## src/hdl/fixed_point_ray_march_assert.svh

```systemverilog
// Assertion macros for the fixed-point ray marcher.
// Used by the top level only; the macros sample on clock and skip reset.
`ifndef FIXED_POINT_RAY_MARCH_ASSERT_SVH
`define FIXED_POINT_RAY_MARCH_ASSERT_SVH

// The consequent must hold in the same cycle as the antecedent.
`define FPRM_ASSERT_SAME(lbl, ante, cons) \
   lbl: assert property (@(posedge clock) disable iff (reset) (ante) |-> (cons)) \
      else $error("fprm assertion failed");

// The consequent must hold in the cycle after the antecedent.
`define FPRM_ASSERT_NEXT(lbl, ante, cons) \
   lbl: assert property (@(posedge clock) disable iff (reset) (ante) |=> (cons)) \
      else $error("fprm assertion failed");

`endif

```

## src/hdl/fprm_pkg.sv

```systemverilog
// Shared constants and types for the fixed-point ray marcher.
// Used by the controller, the datapath and the top level; depends on nothing.
package fprm_pkg;

   localparam int MAX_STEPS = 31;
   localparam int STEP_W = $clog2(MAX_STEPS + 1);
   localparam int SL_W = 5;

   localparam int DIR_W = 16;
   localparam int TRIG_W = 14;
   localparam int COORD_W = 32;
   localparam int FRAC_BITS = 12;
   localparam int PROD_W = DIR_W + TRIG_W;
   localparam int RSUM_W = PROD_W + 1;
   localparam int RDIR_W = RSUM_W - FRAC_BITS;
   localparam int DIST_W = 17;

   localparam logic [DIST_W:0] DIST_BIAS = 18'h05000;
   localparam logic [DIST_W:0] HIT_LIMIT = 18'h00200;

   localparam logic [TRIG_W-1:0] ROT_COS_RESET = 14'd4096;

   localparam int CSR_IDX_W = 3;
   localparam logic [CSR_IDX_W-1:0] CSR_ROT_SIN = 3'd0;
   localparam logic [CSR_IDX_W-1:0] CSR_ROT_COS = 3'd1;
   localparam logic [CSR_IDX_W-1:0] CSR_ORIGIN_X = 3'd2;
   localparam logic [CSR_IDX_W-1:0] CSR_ORIGIN_Y = 3'd3;
   localparam logic [CSR_IDX_W-1:0] CSR_ORIGIN_Z = 3'd4;

   typedef struct packed {
      logic capture;
      logic rotate;
      logic measure;
      logic advance;
      logic rsp_load;
   } cmd_type;

   typedef struct packed {
      logic left_zero;
      logic hit;
   } status_type;

endpackage

```

## src/hdl/fprm_ctrl.sv

```systemverilog
// Controller of the fixed-point ray marcher: sequences rotation, the march
// loop and the result handoff. Depends on fprm_pkg.
module fprm_ctrl
   import fprm_pkg::*;
(
   input  logic       clock,
   input  logic       reset,
   input  logic       req_valid,
   output logic       req_ready,
   output logic       rsp_valid,
   input  logic       rsp_ready,
   input  status_type status,
   output cmd_type    cmd
);

   typedef enum logic [2:0] {
      ST_IDLE,
      ST_ROTATE,
      ST_MEASURE,
      ST_ADVANCE,
      ST_FINISH
   } state_type;

   state_type state_ff;
   state_type state_in;
   logic      rsp_valid_ff;
   logic      rsp_valid_in;
   logic      out_free;

   assign out_free  = !rsp_valid_ff || rsp_ready;
   assign req_ready = (state_ff == ST_IDLE);

   always_comb begin
      state_in     = state_ff;
      cmd          = '0;
      rsp_valid_in = rsp_valid_ff && !rsp_ready;
      case (state_ff)
         ST_IDLE: begin
            if (req_valid) begin
               cmd.capture = 1'b1;
               state_in    = ST_ROTATE;
            end
         end
         ST_ROTATE: begin
            cmd.rotate = 1'b1;
            state_in   = ST_MEASURE;
         end
         ST_MEASURE: begin
            cmd.measure = 1'b1;
            if (status.left_zero || status.hit) begin
               state_in = ST_FINISH;
            end else begin
               state_in = ST_ADVANCE;
            end
         end
         ST_ADVANCE: begin
            cmd.advance = 1'b1;
            state_in    = ST_MEASURE;
         end
         ST_FINISH: begin
            if (out_free) begin
               cmd.rsp_load = 1'b1;
               rsp_valid_in = 1'b1;
               state_in     = ST_IDLE;
            end
         end
         default: begin
            state_in = ST_IDLE;
         end
      endcase
   end

   always_ff @(posedge clock) begin
      if (reset) begin
         state_ff     <= ST_IDLE;
         rsp_valid_ff <= 1'b0;
      end else begin
         state_ff     <= state_in;
         rsp_valid_ff <= rsp_valid_in;
      end
   end

   assign rsp_valid = rsp_valid_ff;

endmodule

```

## config.mk

```make
export PLATFORM = sky130hd
export DESIGN_NAME = fprm_ctrl
export DESIGN_NICKNAME = d
export VERILOG_FILES = /design/src/hdl/fixed_point_ray_march_assert.svh /design/src/hdl/fprm_pkg.sv /design/src/hdl/fprm_ctrl.sv
export SDC_FILE = /design/constraint.sdc
export NUM_CORES = 1
export LEC_CHECK = 0
export BUFFER_PORTS_ARGS = -buffer_cell sky130_fd_sc_hd__buf_2
export CAP_MARGIN = 10
export CORE_AREA = 4 4 41 43
export DETAILED_ROUTE_END_ITERATION = 10
export DIE_AREA = 0 0 45 47
export SLEW_MARGIN = 20
export SYNTH_ARGS = -nofsm -noshare
export SYNTH_HDL_FRONTEND = slang
export SYNTH_SLANG_ARGS = --single-unit
export TNS_END_PERCENT = 5
```

## constraint.sdc

```tcl
create_clock -name clock -period 1 [get_ports clock]
set_input_delay 0.3 -clock clock [delete_from_list [all_inputs] [get_ports clock]]
set_output_delay 0.3 -clock clock [all_outputs]
set_load 0.01 [all_outputs]
```

==> flow_summary.json <==
{
  "startpoint_type": "flop",
  "muxShareOfSynthArea_pct": 0,
  "antennaDiodeCount": 0,
  "fp.dieW_um": 45,
  "layout.cells.non_filler": 66,
  "yosys.area_share.simple_pct": 40.6,
  "rsz0062_at_grt": "true",
  "cts_root_buffer": "clkbuf_4",
  "multi_input_area_um2": 190,
  "place_congestion": 0.716,
  "cts_tree": "built",
  "fillers": 138,
  "crit_required_ns": 0.70,
  "fin_area_um2": 495,
  "synth_cells": 27,
  "core.rowCount": 13,
  "status": "finished, violations left",
  "holdBufCountCts": 0,
  "r2r_start": "state_ff[1]",
  "critPathKind": "reg2out",
  "ios": 13,
  "vdd_ir_drop_max_uv": 449,
  "whs_ns": 0.306,
  "tightest_slew_ns": 0.226,
  "clock_path_buffers": 2,
  "clkSinkCount": 4,
  "finalWorstSetupSlack_ns": -0.288,
  "die_height_um": 47,
  "end_kind": "output pin",
  "clock_skew_ns": 0.000916,
  "power_w": 0.000502,
  "ys_ff_latch": 4,
  "worstHoldStart": "reset",
  "vias": 277,
  "drc": 0,
  "regArea_um2": 91.3,
  "viasPerCell": 4.20,
  "fmax_mhz": 776,
  "drv_slew": 0,
  "coreArea_um2": 1300,
  "layout_worst_path_cycle_share_pct": 129,
  "mostFrequentLayoutCell": "buf_2",
  "htree_levels": 1,
  "die_area_um2": 2120,
  "wl_um": 637,
  "antenna_left": 0,
  "wl_per_cell_um": 9.65,
  "antenna_found_initial": 0,
  "dp_cells": 61,
  "slew_headroom_pct": 84.9,
  "grt_max_degree": 8,
  "finalCriticalPeriod_ns": 1.29,
  "insertion_delay_ns": 0.23,
  "grt_pass1_wl_um": 1120,
  "crit_start": "state_ff[2]",
  "grt.overflow.total": 0,
  "synthXorXnorAreaFrac_pct": 0,
  "maxCapViolCount": 0,
  "dpl_cell_area_um2": 419,
  "p_per_area_nw_per_um2": 1010,
  "crit_fanout": 5,
  "hp-class": "in2reg",
  "drive_gt1_share_pct": 80.4,
  "grt_usage_pct": 7.90,
  "start_util_pct": 19.4,
  "synth.distinct_cells": 17,
  "synth_fa_ha_area_share_pct": 0,
  "synth_area_um2": 253,
  "hold_viol": 0,
  "arrival_ns": 0.99,
  "ys_seq_area_share_pct": 31.7,
  "synth_compound_area_share_pct": 19.3,
  "syn-num-nets": 33,
  "area_growth_pct": 96.0,
  "first_iter_violations": 1,
  "portBuffers": 12,
  "synth_top_family_by_area": "simple AND/OR/NAND/NOR gates",
  "layout_common_cells": "buf_2 (12), buf_6 (6), buf_4 (6)",
  "pre_cts_ws_ns": -0.135,
  "grt_pass1_vias": 269,
  "nets": 59,
  "numCtsBuffers": 3,
  "violations": "setup timing",
  "yosysWarnings": 0,
  "leakage_nw": 0.223,
  "syn_avg_cell_area_um2": 9.36,
  "path_clk_slew_ns": 0.03,
  "drt_pre_antenna_iters": 3,
  "setup_viol": 8
}
## area by class of cell
type / count / share of cell area [%]
Multi-Input combinational cell: 20 / 38.4
Timing Repair Buffer: 24 / 34.8
Sequential cell: 4 / 18.4
Clock buffer: 3 / 4.55
Tap cell: 15 / 3.79
## Yosys cell counts, drive strengths merged
library cell | number | area, um^2
dfxtp | 4 | 80.1
buf | 3 | 21.3
nand2b | 3 | 26.3
nor3 | 3 | 15.0
nor3b | 3 | 27.5
a21oi | 2 | 10.0
nand2 | 2 | 7.51
nor2 | 2 | 10.0
a2111oi | 1 | 27.5
and3 | 1 | 6.26
and3b | 1 | 10.0
o21ai | 1 | 5.00
o22ai | 1 | 6.26
## metrics by stage
step           setup TNS [ns]  utilization, %
2_1_floorplan         -0.0157               -
3_3_place_gp           -0.801            32.2
3_5_place_dp           -0.888            32.2
4_1_cts                 -1.82            37.7
5_1_grt                 -2.13            38.1
6_report                -1.68            38.1
## flip-flops by register name, summed over array words and instances (netlist names)
register,count
state_ff,3
rsp_valid,1
## what timing repair did
item | 4_1_cts | 5_1_grt
endpoints found under the setup margin | 8 | 8
gates resized for setup | 13 | 1
buffers inserted | 2 | 0
pin swaps | 3 | 1
## per-layer routing
metal	up-vias	GRT usage, %	routed length, um
met5	-	0	0
met4	0	8.77	0
met3	0	1.15	48
met2	10	10.7	316
li1	146	-	-
met1	121	10.0	272
## where the power goes
group          total [W]  internal [W]  switching, W
clock network   0.000189      0.000134     0.0000557
logic           0.000134     0.0000794     0.0000547
registers       0.000179      0.000164     0.0000142
## critical path, stage by stage, from the launching register on
cell	delay, ns
dfxtp_4	0.35
buf_6	0.12
nor3b_2	0.15
buf_2	0.14
## logic make-up after synthesis
group / after synthesis
AOI/OAI and AO/OA: 5
buffers and inverters: 3
DFF: 4
and+or+nand+nor: 15
## worst paths after layout
check / end / slack [ns] / depth (start not counted)
max reg2reg: state_ff[0] / -0.03 / 3
min reg2reg: state_ff[1] / 0.46 / 1
max: cmd[3] / -0.29 / 3
min: state_ff[0] / 0.31 / 2
Note: power is estimated with default switching activity, not from simulation.
